`src/rtl/core/cfcps_pkg.sv`:
```
// shared types, codes and helpers for the class file constant pool scanner
package cfcps_pkg;

    // parse phases
    localparam logic [2:0] PH_HEADER = 3'd0;
    localparam logic [2:0] PH_TAG    = 3'd1;
    localparam logic [2:0] PH_LEN    = 3'd2;
    localparam logic [2:0] PH_STR    = 3'd3;
    localparam logic [2:0] PH_OPER   = 3'd4;
    localparam logic [2:0] PH_DONE   = 3'd5;

    // result kinds
    localparam logic [2:0] KIND_STR_BYTE  = 3'd0;
    localparam logic [2:0] KIND_EMPTY_STR = 3'd1;
    localparam logic [2:0] KIND_CLASS_REF = 3'd2;
    localparam logic [2:0] KIND_POOL_DONE = 3'd3;
    localparam logic [2:0] KIND_BAD_MAGIC = 3'd4;
    localparam logic [2:0] KIND_BAD_TAG   = 3'd5;

    // pool entry tags
    localparam logic [7:0] TAG_UTF8    = 8'd1;
    localparam logic [7:0] TAG_UNICODE = 8'd2;
    localparam logic [7:0] TAG_FIRST   = 8'd3;
    localparam logic [7:0] TAG_LONG    = 8'd5;
    localparam logic [7:0] TAG_DOUBLE  = 8'd6;
    localparam logic [7:0] TAG_CLASS   = 8'd7;
    localparam logic [7:0] TAG_STRING  = 8'd8;
    localparam logic [7:0] TAG_LAST    = 8'd12;

    localparam logic [31:0] MAGIC = 32'hCAFE_BABE;

    // header byte positions
    localparam logic [3:0] HPOS_MAGIC_END = 4'd3;
    localparam logic [3:0] HPOS_COUNT_HI  = 4'd8;
    localparam logic [3:0] HPOS_COUNT_LO  = 4'd9;

    localparam int RES_MAX = 4;

    typedef struct packed {
        logic [2:0]  phase;
        logic [3:0]  hpos;
        logic        magic_ok;
        logic [15:0] pool_size;
        logic [15:0] slot;
        logic [3:0]  tag;
        logic [15:0] bytes_left;
        logic [7:0]  held;
        logic        unit_half;
    } t_state;

    typedef struct packed {
        logic [2:0]  kind;
        logic [15:0] entry_index;
        logic [15:0] value;
        logic        string_end;
        logic        last;
    } t_res;

    typedef t_res [RES_MAX-1:0] t_res_vec;

    typedef struct packed {
        logic [1:0] n;
        logic [7:0] b0;
        logic [7:0] b1;
        logic [7:0] b2;
    } t_utf8;

    localparam t_state STATE_RESET = '{
        phase:      PH_HEADER,
        hpos:       4'd0,
        magic_ok:   1'b1,
        pool_size:  16'd0,
        slot:       16'd0,
        tag:        4'd0,
        bytes_left: 16'd0,
        held:       8'd0,
        unit_half:  1'b0
    };

    // expected magic byte at header position 0..3
    function automatic logic [7:0] magic_byte(input logic [1:0] idx);
        logic [7:0] b;
        case (idx)
            2'd0:    b = MAGIC[31:24];
            2'd1:    b = MAGIC[23:16];
            2'd2:    b = MAGIC[15:8];
            default: b = MAGIC[7:0];
        endcase
        return b;
    endfunction

    // utf-8 form of one 16-bit unit, zero unit gives the two-byte form
    function automatic t_utf8 utf8_encode(input logic [7:0] hi, input logic [7:0] lo);
        t_utf8 u;
        u = '0;
        if (hi == 8'd0 && lo != 8'd0 && !lo[7]) begin
            u.n  = 2'd1;
            u.b0 = lo;
        end else if (hi[7:3] == 5'd0) begin
            u.n  = 2'd2;
            u.b0 = {3'b110, hi[2:0], lo[7:6]};
            u.b1 = {2'b10, lo[5:0]};
        end else begin
            u.n  = 2'd3;
            u.b0 = {4'hE, hi[7:4]};
            u.b1 = {2'b10, hi[3:0], lo[7:6]};
            u.b2 = {2'b10, lo[5:0]};
        end
        return u;
    endfunction

    function automatic t_res mk_res(input logic [2:0] kind, input logic [15:0] idx,
                                    input logic [15:0] val, input logic str_end);
        t_res r;
        r.kind        = kind;
        r.entry_index = idx;
        r.value       = val;
        r.string_end  = str_end;
        r.last        = 1'b0;
        return r;
    endfunction

endpackage

```
`src/rtl/core/cfcps_in_if.sv`:
```
// input byte channel
interface cfcps_in_if;
    logic       valid;
    logic       ready;
    logic [7:0] in_byte;
    logic       restart;

    modport source (output valid, output in_byte, output restart, input ready);
    modport sink   (input valid, input in_byte, input restart, output ready);
endinterface

```
`src/rtl/core/cfcps_out_if.sv`:
```
// result channel
interface cfcps_out_if;
    logic        valid;
    logic        ready;
    logic [2:0]  kind;
    logic [15:0] entry_index;
    logic [15:0] value;
    logic        string_end;
    logic        last;

    modport source (output valid, output kind, output entry_index, output value,
                    output string_end, output last, input ready);
    modport sink   (input valid, input kind, input entry_index, input value,
                    input string_end, input last, output ready);
endinterface

```
`src/rtl/core/cfcps_step.sv`:
```
// next-state and result list for one class file byte
module cfcps_step (
    input  cfcps_pkg::t_state   i_st,
    input  logic [7:0]          i_byte,
    input  logic                i_restart,
    output cfcps_pkg::t_state   o_st,
    output cfcps_pkg::t_res_vec o_res,
    output logic [2:0]          o_cnt
);
    import cfcps_pkg::*;

    always_comb begin
        t_state     s;
        t_state     n;
        t_res_vec   r;
        t_utf8      u;
        logic [2:0] c;
        logic [15:0] bl;
        logic [16:0] nxt;
        logic       fin;
        logic [1:0] adv;
        logic       do_unit;
        logic       uend;
        logic [7:0] uhi;
        logic [7:0] ulo;
        logic [7:0] ub;

        s       = i_restart ? STATE_RESET : i_st;
        n       = s;
        r       = '0;
        c       = 3'd0;
        bl      = s.bytes_left - 16'd1;
        fin     = 1'b0;
        adv     = 2'd1;
        do_unit = 1'b0;
        uend    = 1'b0;
        uhi     = 8'd0;
        ulo     = 8'd0;
        nxt     = 17'd0;
        ub      = 8'd0;

        case (s.phase)
            // magic, versions and pool count
            PH_HEADER: begin
                if (s.hpos < 4'd4 && i_byte != magic_byte(s.hpos[1:0]))
                    n.magic_ok = 1'b0;
                if (s.hpos >= HPOS_COUNT_HI)
                    n.pool_size = {s.pool_size[7:0], i_byte};
                if (s.hpos == HPOS_MAGIC_END && !n.magic_ok) begin
                    r[c[1:0]] = mk_res(KIND_BAD_MAGIC, 16'd0, 16'd0, 1'b0);
                    c = c + 3'd1;
                    n.phase = PH_DONE;
                end else if (s.hpos == HPOS_COUNT_LO) begin
                    if (n.pool_size <= 16'd1) begin
                        r[c[1:0]] = mk_res(KIND_POOL_DONE, n.pool_size, 16'd0, 1'b0);
                        c = c + 3'd1;
                        n.phase = PH_DONE;
                    end else begin
                        n.slot  = 16'd1;
                        n.phase = PH_TAG;
                    end
                end
                n.hpos = s.hpos + 4'd1;
            end
            // entry tag
            PH_TAG: begin
                if (i_byte == TAG_UTF8 || i_byte == TAG_UNICODE) begin
                    n.tag       = i_byte[3:0];
                    n.unit_half = 1'b0;
                    n.phase     = PH_LEN;
                end else if (i_byte >= TAG_FIRST && i_byte <= TAG_LAST) begin
                    n.tag = i_byte[3:0];
                    if (i_byte == TAG_LONG || i_byte == TAG_DOUBLE)
                        n.bytes_left = 16'd8;
                    else if (i_byte == TAG_CLASS || i_byte == TAG_STRING)
                        n.bytes_left = 16'd2;
                    else
                        n.bytes_left = 16'd4;
                    n.phase = PH_OPER;
                end else begin
                    r[c[1:0]] = mk_res(KIND_BAD_TAG, s.slot, {8'd0, i_byte}, 1'b0);
                    c = c + 3'd1;
                    n.phase = PH_DONE;
                end
            end
            // string length, high byte first
            PH_LEN: begin
                if (!s.unit_half) begin
                    n.held      = i_byte;
                    n.unit_half = 1'b1;
                end else begin
                    n.unit_half = 1'b0;
                    if ({s.held, i_byte} == 16'd0) begin
                        r[c[1:0]] = mk_res(KIND_EMPTY_STR, s.slot, 16'd0, 1'b1);
                        c = c + 3'd1;
                        fin = 1'b1;
                    end else begin
                        n.bytes_left = {s.held, i_byte};
                        n.phase      = PH_STR;
                    end
                end
            end
            // string body
            PH_STR: begin
                n.bytes_left = bl;
                if (s.tag == TAG_UTF8[3:0]) begin
                    r[c[1:0]] = mk_res(KIND_STR_BYTE, s.slot, {8'd0, i_byte}, bl == 16'd0);
                    c = c + 3'd1;
                end else if (!s.unit_half) begin
                    n.held      = i_byte;
                    n.unit_half = 1'b1;
                    if (bl == 16'd0) begin
                        n.unit_half = 1'b0;
                        do_unit     = 1'b1;
                        uhi         = i_byte;
                        ulo         = 8'd0;
                        uend        = 1'b1;
                    end
                end else begin
                    n.unit_half = 1'b0;
                    do_unit     = 1'b1;
                    uhi         = s.held;
                    ulo         = i_byte;
                    uend        = (bl == 16'd0);
                end
                if (bl == 16'd0)
                    fin = 1'b1;
            end
            // fixed-size operands
            PH_OPER: begin
                if (s.tag == TAG_CLASS[3:0] && s.bytes_left == 16'd2)
                    n.held = i_byte;
                n.bytes_left = bl;
                if (bl == 16'd0) begin
                    if (s.tag == TAG_CLASS[3:0]) begin
                        r[c[1:0]] = mk_res(KIND_CLASS_REF, s.slot, {n.held, i_byte}, 1'b0);
                        c = c + 3'd1;
                    end
                    fin = 1'b1;
                    if (s.tag == TAG_LONG[3:0] || s.tag == TAG_DOUBLE[3:0])
                        adv = 2'd2;
                end
            end
            default: begin
                n.phase = PH_DONE;
            end
        endcase

        // recoded unicode unit, one to three bytes
        u = utf8_encode(uhi, ulo);
        for (int k = 0; k < 3; k++) begin
            if (do_unit && k < int'(u.n)) begin
                case (k)
                    0:       ub = u.b0;
                    1:       ub = u.b1;
                    default: ub = u.b2;
                endcase
                r[c[1:0]] = mk_res(KIND_STR_BYTE, s.slot, {8'd0, ub},
                                   uend && (k == int'(u.n) - 1));
                c = c + 3'd1;
            end
        end

        // step to the next slot or close the pool
        if (fin) begin
            nxt = {1'b0, s.slot} + {15'd0, adv};
            if (nxt >= {1'b0, s.pool_size}) begin
                r[c[1:0]] = mk_res(KIND_POOL_DONE, s.pool_size, 16'd0, 1'b0);
                c = c + 3'd1;
                n.phase = PH_DONE;
            end else begin
                n.slot  = nxt[15:0];
                n.phase = PH_TAG;
            end
        end

        // mark the final result of this byte
        for (int k = 0; k < RES_MAX; k++)
            r[k].last = (c != 3'd0) && (k == int'(c) - 1);

        o_st  = n;
        o_res = r;
        o_cnt = c;
    end

endmodule

```
`src/rtl/core/class_file_constant_pool_scanner.sv`:
```
// top level of the class file constant pool scanner
//
// Usage: i_in carries one class file byte per transfer, with restart high on
// the first byte of each file. o_out carries the results: string bytes in
// UTF-8 (tag 2 strings recoded from 16-bit units), empty strings, class name
// indexes, bad magic and unknown tag, each with its pool slot, and pool done
// with the pool count. Every byte is decoded in the cycle it is taken; its
// results (zero to four) land in a four-entry result register. While
// o_out.ready is high they leave one per cycle, the first in the cycle after
// the byte transfer, and bytes giving zero or one result, as plain pool data
// does, pass at one byte per cycle; a byte giving more holds i_in.ready low
// while the result register drains. A new byte is taken in the same cycle the
// last waiting result transfers. When o_out.ready is low the results hold and
// i_in.ready drops once a byte's results are waiting. Reset clears the parser
// to the header state and empties the result register. After pool done or an
// error, bytes are taken and dropped until a restart byte.
module class_file_constant_pool_scanner (
    input  logic            i_clk,
    input  logic            i_rst_n,
    cfcps_in_if.sink        i_in,
    cfcps_out_if.source     o_out
);
    import cfcps_pkg::*;

    t_state     r_st;
    t_state     n_st;
    t_res_vec   r_buf;
    t_res_vec   n_res;
    logic [2:0] r_cnt;
    logic [2:0] n_cnt;
    logic [1:0] r_head;
    logic       in_xfer;
    logic       out_xfer;
    t_res       cur;

    cfcps_step u_step (
        .i_st      (r_st),
        .i_byte    (i_in.in_byte),
        .i_restart (i_in.restart),
        .o_st      (n_st),
        .o_res     (n_res),
        .o_cnt     (n_cnt)
    );

    // handshakes
    assign i_in.ready = (r_cnt == 3'd0) || (r_cnt == 3'd1 && o_out.ready);
    assign in_xfer    = i_in.valid && i_in.ready;
    assign out_xfer   = o_out.valid && o_out.ready;

    // parser state
    always_ff @(posedge i_clk) begin
        if (!i_rst_n) begin
            r_st <= STATE_RESET;
        end else if (in_xfer) begin
            r_st <= n_st;
        end
    end

    // result register and drain pointer
    always_ff @(posedge i_clk) begin
        if (!i_rst_n) begin
            r_cnt  <= 3'd0;
            r_head <= 2'd0;
        end else if (in_xfer) begin
            r_cnt  <= n_cnt;
            r_head <= 2'd0;
        end else if (out_xfer) begin
            r_cnt  <= r_cnt - 3'd1;
            r_head <= r_head + 2'd1;
        end
    end

    always_ff @(posedge i_clk) begin
        if (in_xfer) begin
            r_buf <= n_res;
        end
    end

    // output fields
    assign cur               = r_buf[r_head];
    assign o_out.valid       = (r_cnt != 3'd0);
    assign o_out.kind        = cur.kind;
    assign o_out.entry_index = cur.entry_index;
    assign o_out.value       = cur.value;
    assign o_out.string_end  = cur.string_end;
    assign o_out.last        = cur.last;

endmodule

```
`src/flat_wrapper.sv`:
```
// flat-port wrapper written by rule: the top's interface ports become plain ports
module class_file_constant_pool_scanner_flat import cfcps_pkg::*;
  (i_clk, i_rst_n, i_in_valid, i_in_in_byte, i_in_restart, i_in_ready, o_out_valid, o_out_kind, o_out_entry_index, o_out_value, o_out_string_end, o_out_last, o_out_ready);
  cfcps_in_if i_in_i ();
  cfcps_out_if o_out_i ();
  input  logic i_clk;
  input  logic i_rst_n;
  input wire logic [$bits(i_in_i.valid)-1:0] i_in_valid;
  input wire logic [$bits(i_in_i.in_byte)-1:0] i_in_in_byte;
  input wire logic [$bits(i_in_i.restart)-1:0] i_in_restart;
  output wire logic [$bits(i_in_i.ready)-1:0] i_in_ready;
  output wire logic [$bits(o_out_i.valid)-1:0] o_out_valid;
  output wire logic [$bits(o_out_i.kind)-1:0] o_out_kind;
  output wire logic [$bits(o_out_i.entry_index)-1:0] o_out_entry_index;
  output wire logic [$bits(o_out_i.value)-1:0] o_out_value;
  output wire logic [$bits(o_out_i.string_end)-1:0] o_out_string_end;
  output wire logic [$bits(o_out_i.last)-1:0] o_out_last;
  input wire logic [$bits(o_out_i.ready)-1:0] o_out_ready;
  assign i_in_i.valid = i_in_valid;
  assign i_in_i.in_byte = i_in_in_byte;
  assign i_in_i.restart = i_in_restart;
  assign i_in_ready = i_in_i.ready;
  assign o_out_valid = o_out_i.valid;
  assign o_out_kind = o_out_i.kind;
  assign o_out_entry_index = o_out_i.entry_index;
  assign o_out_value = o_out_i.value;
  assign o_out_string_end = o_out_i.string_end;
  assign o_out_last = o_out_i.last;
  assign o_out_i.ready = o_out_ready;
  class_file_constant_pool_scanner u_core (.i_clk(i_clk), .i_rst_n(i_rst_n), .i_in(i_in_i), .o_out(o_out_i));
endmodule
```
`config.mk`:
```
export PLATFORM = sky130hd
export DESIGN_NAME = class_file_constant_pool_scanner_flat
export DESIGN_NICKNAME = d
export VERILOG_FILES = /design/src/rtl/core/cfcps_pkg.sv /design/src/rtl/core/cfcps_in_if.sv /design/src/rtl/core/cfcps_out_if.sv /design/src/rtl/core/cfcps_step.sv /design/src/rtl/core/class_file_constant_pool_scanner.sv /design/src/flat_wrapper.sv
export SDC_FILE = /design/constraint.sdc
export NUM_CORES = 1
export LEC_CHECK = 0
export ABC_CLOCK_PERIOD_IN_PS = 17950
export BUFFER_PORTS_ARGS = -buffer_cell sky130_fd_sc_hd__buf_2
export CORE_UTILIZATION = 35
export CTS_BUF_LIST = sky130_fd_sc_hd__clkbuf_4 sky130_fd_sc_hd__clkbuf_8 sky130_fd_sc_hd__clkbuf_16
export CTS_CLUSTER_SIZE = 8
export DETAILED_ROUTE_END_ITERATION = 6
export GPL_TIMING_DRIVEN = 0
export PLACE_DENSITY = 0.6
export SLEW_MARGIN = 5
export SYNTH_ARGS = -nofsm -noshare
export SYNTH_HDL_FRONTEND = slang
export SYNTH_HIERARCHICAL = 1
export SYNTH_SLANG_ARGS = --single-unit
```
`constraint.sdc`:
```
create_clock -name i_clk -period 17.95 [get_ports i_clk]
set_input_delay 1.795 -clock i_clk [delete_from_list [all_inputs] [get_ports i_clk]]
set_output_delay 1.795 -clock i_clk [all_outputs]
set_load 0.02 [all_outputs]
```
==> metrics.md <==
| Metric | Value |
|---|---|
| Outcome | completed |
| Critical Path Source Type | input pin |
| Vias per cell | 5.826 |
| Core Util, Final | 40.96% |
| Cell mode on critical path | clkbuf_1 |
| FF-to-FF Start | u_core/r_st[9]$_SDFFE_PN0P_ |
| Pre-CTS WS | 5328 ps |
| Clock root buffer master | clkbuf_16 |
| Layout overhead on the synthesized area | 14.57% |
| Input/output buffers | 45 |
| Sum of negative setup slack | 0 ps |
| Leakage Power | 5.780 nW |
| Iter 0 DRT Violations | 1,338 |
| Synth cell types | 91 |
| Synth warnings | 6 |
| GRT Resource Usage Total | 21.98% |
| Num rows | 72 |
| CP Capture Type | register |
| Largest family of logic cells by synthesized area | compound AO/OA/AOI/OAI gates |
| Clock Pin Slew Worst Setup and Hold Paths | 50 ps |
| Max-slew violation count | 0 |
| Share of layout cells above drive strength 1 | 16.90% |
| Clock period minus final worst setup slack | 12,460 ps |
| #FFs+latches synth | 222 |
| Num CTS Buffers | 31 |
| Syn_area_per_cell | 9.771 um^2 |
| Fmax | 0.08023 GHz |
| Slowest stage delay, CP | 780 ps |
| Synth Area in Compound Gates | 19.81% |
| Multiplexer share of the synthesized area | 8.183% |
| Placed insts | 2,020 |
| Routed via count | 12,080 |
| RSZ-0062 raised after global routing | false |
| Switching Share | 25.92% |
| Post-Synth Simple-Gate Area | 17.24% |
| GRT overflow | 0 |
| Final HPWL DP | 33,710 um |
| DRT antenna net count | 0 |
| Combinational power share | 13.9% |
| Clock Path Buffers | 3 |
| Power density cells | 85.52 mW/mm^2 |
| Initial antenna violation count | 2 |
| First-pass GRT wire length | 69,570 um |
| Layout Nets | 1,586 |
| CTS HTree Levels | 1 |
| CORE AREA | 0.03892 mm^2 |
| Worst Path Max Fanout | 10 |
| Post-synth EDFFs | 148 |
| # setup viols final | 0 |
| CP Data Arrival Time | 12,780 ps |
| Synth async-reset ratio | 0% |
| Die Width | 201.4 um |
| CTS resizes | 0 |
| Largest net degree at the start of global routing | 37 |
| Vias in the first global route | 11,590 |
| Synth Area in XOR/XNOR | 2.194% |
| Initial DRT Pass Iterations | 6 |
| Final std cells w/o fill | 2,074 |
| Clk_lat worst skew | 570 ps |
| Pint | 1.010 mW |
| Net Sw Power | 0.3534 mW |
| Min-delay src | u_core/r_st[62]$_SDFFE_PN0P_ |
| Final Hold Fails | 0 |
| Cts hold-fix bufs | 0 |
| Adder-Cell Fraction of Synth Area | 3.471% |
| DRC viols | 0 |
| Clock power frac | 41.4% |
| Boundary Pins | 52 |
| Post-Syn Instances | 1,424 |
| CTS tree | built |
| Slew margin rel. | 14.09% |
| Final WS setup | 5486 ps |
| Final wirelength | 45,050 um |
| Tcrit/Tclk final | 69.44% |
| Antenna cell count | 0 |
| Setup Buffers After CTS | 0 |
| Initial Util | 35.75% |
| Cell Area, Synth | 0.01391 mm^2 |
| Sink Count | 222 |
| CP max-delay cell | a311oi_1 |
| CP required | 18,260 ps |
| Max capacitance violation total | 0 |
| Routed WL per cell | 21.72 um |
| Placed cell area | 0.01499 mm^2 |
| Die H | 201.4 um |
| Main synth FF type | edfxtp_1 |
| Sequential element share of the synthesized area | 42.59% |
| Sequential share of power | 44.7% |
| Hold Path Class | register to register |
| Worst-Margin Slew | 1271 ps |
| WS Path Type | input pin to register |
| Peak VDD IR | 0.00005722 V |
| Routability cong. | 0.9476 |
| Fillers | 3,857 |
| Fin Clk Skew | 13.20 ps |
| Post-route cell area | 0.01594 mm^2 |
| CP startpoint | i_in_restart |
| Die area | 0.04056 mm^2 |
==> stage by stage <==
stage	power (mW)	hold slack, ps
after floorplan	0.7490	453.8
after global placement	0.8131	467.5
after detailed placement	0.8085	478.8
after CTS	1.377	486.0
after global routing	1.414	502.9
final	1.363	487.7
==> path summary, 6_finish.rpt <==
path	depth (start not counted)	slack, ps	endpoint
worst min-delay path	2	490	u_core/r_st[62]$_SDFFE_PN0P_
worst min register to register	2	490	u_core/r_st[62]$_SDFFE_PN0P_
worst max-delay path	33	5490	u_core/r_buf[14]$_DFFE_PP_
worst max register to register	27	9090	u_core/r_buf[14]$_DFFE_PP_
==> synth_stat cells (all sizes together) (8+ instances only) <==
library cell	number	share of area, %
mux4	37	6.0
nand2	134	3.8
and3	12	0.54
nor3	31	1.2
and2	13	0.60
nor4	18	0.90
xnor2	19	1.4
a22o	17	1.1
o21ai	105	3.8
dfxtp	74	11
nor2	74	2.1
a31oi	16	0.72
buf	72	3.4
nand3b	8	0.43
clkbuf	73	2.0
a21boi	70	3.8
a21oi	61	2.4
nand4	8	0.40
ha	37	3.3
a22oi	10	0.54
inv	38	1.0
or4	10	0.54
mux2	12	0.97
nor2b	14	0.63
xor2	12	0.81
o22ai	55	2.5
mux2i	17	1.2
a211oi	9	0.56
nand3	107	4.0
or3	9	0.40
edfxtp	148	32
nor3b	8	0.43
==> cell families after synthesis <==
family,after synthesis
buf+inv,186
flops,222
simple gates,470
fa+ha+maj,38
xor+xnor,31
other cells,1
mux,66
compound gates,410
==> flip-flops by register name, indices dropped and copies added, names as in the netlist <==
name,count
u_core/r_buf,148
u_core/r_head,2
u_core/r_st,69
u_core/r_cnt,3
==> layout make-up <==
type / count / area, um^2 / share of cell area [%]
Buffer: 145 / 749.5 / 4.701
Multi-Input combinational cell: 1045 / 7209 / 45.22
Timing Repair Buffer: 49 / 305.3 / 1.915
Sequential cell: 222 / 5926 / 37.17
Clock inverter: 1 / 8.758 / 0.05494
Clock buffer: 53 / 940.9 / 5.902
Tap cell: 518 / 648.1 / 4.066
Inverter: 41 / 153.9 / 0.9654
==> layout by cell type, fill, tap and decap left out, types with 17 or more instances in the layout <==
master	synthesis	final
a21oi_1	59	59
nor2_1	72	71
a21boi_0	60	60
clkbuf_1	72	72
buf_4	42	42
ha_1	37	37
mux4_2	37	37
conb_1	1	30
a22o_1	17	17
o22ai_1	55	55
buf_2	25	70
nand2_1	129	129
dfxtp_1	74	74
clkbuf_16	0	31
o21ai_0	100	100
nand3_1	104	104
clkbuf_4	0	22
inv_1	35	35
nor3_1	30	30
edfxtp_1	148	148
mux2i_1	17	17
xnor2_1	17	17
==> power by group through the flow <==
stage	clock (mW)	sequential [mW]	combinational (mW)
4_1_cts	0.578	0.610	0.189
6_report	0.565	0.609	0.189
3_5_place_dp	0	0.620	0.189
3_3_place_gp	0	0.634	0.180
5_1_grt	0.599	0.613	0.203
2_1_floorplan	0	0.626	0.123
==> worst max-delay path, delay by kind of cell <==
kind / cells / cell delay, ps
adder cells (fa/ha/maj): 3 / 610
AND/OR/NAND/NOR: 13 / 4500
AO/OA/AOI/OAI: 7 / 2360
XOR/XNOR: 1 / 190
buffers and inverters: 9 / 3270
==> routing by layer <==
layer | track usage, % | vias up | wire, um
met3 | 3.013 | 101 | 3506
met2 | 34.79 | 575 | 20310
li1 | - | 5556 | -
met1 | 30.77 | 5849 | 19830
met4 | 7.468 | 2 | 1390
met5 | 0 | - | 12
Note: power is estimated with default switching activity, not from simulation.
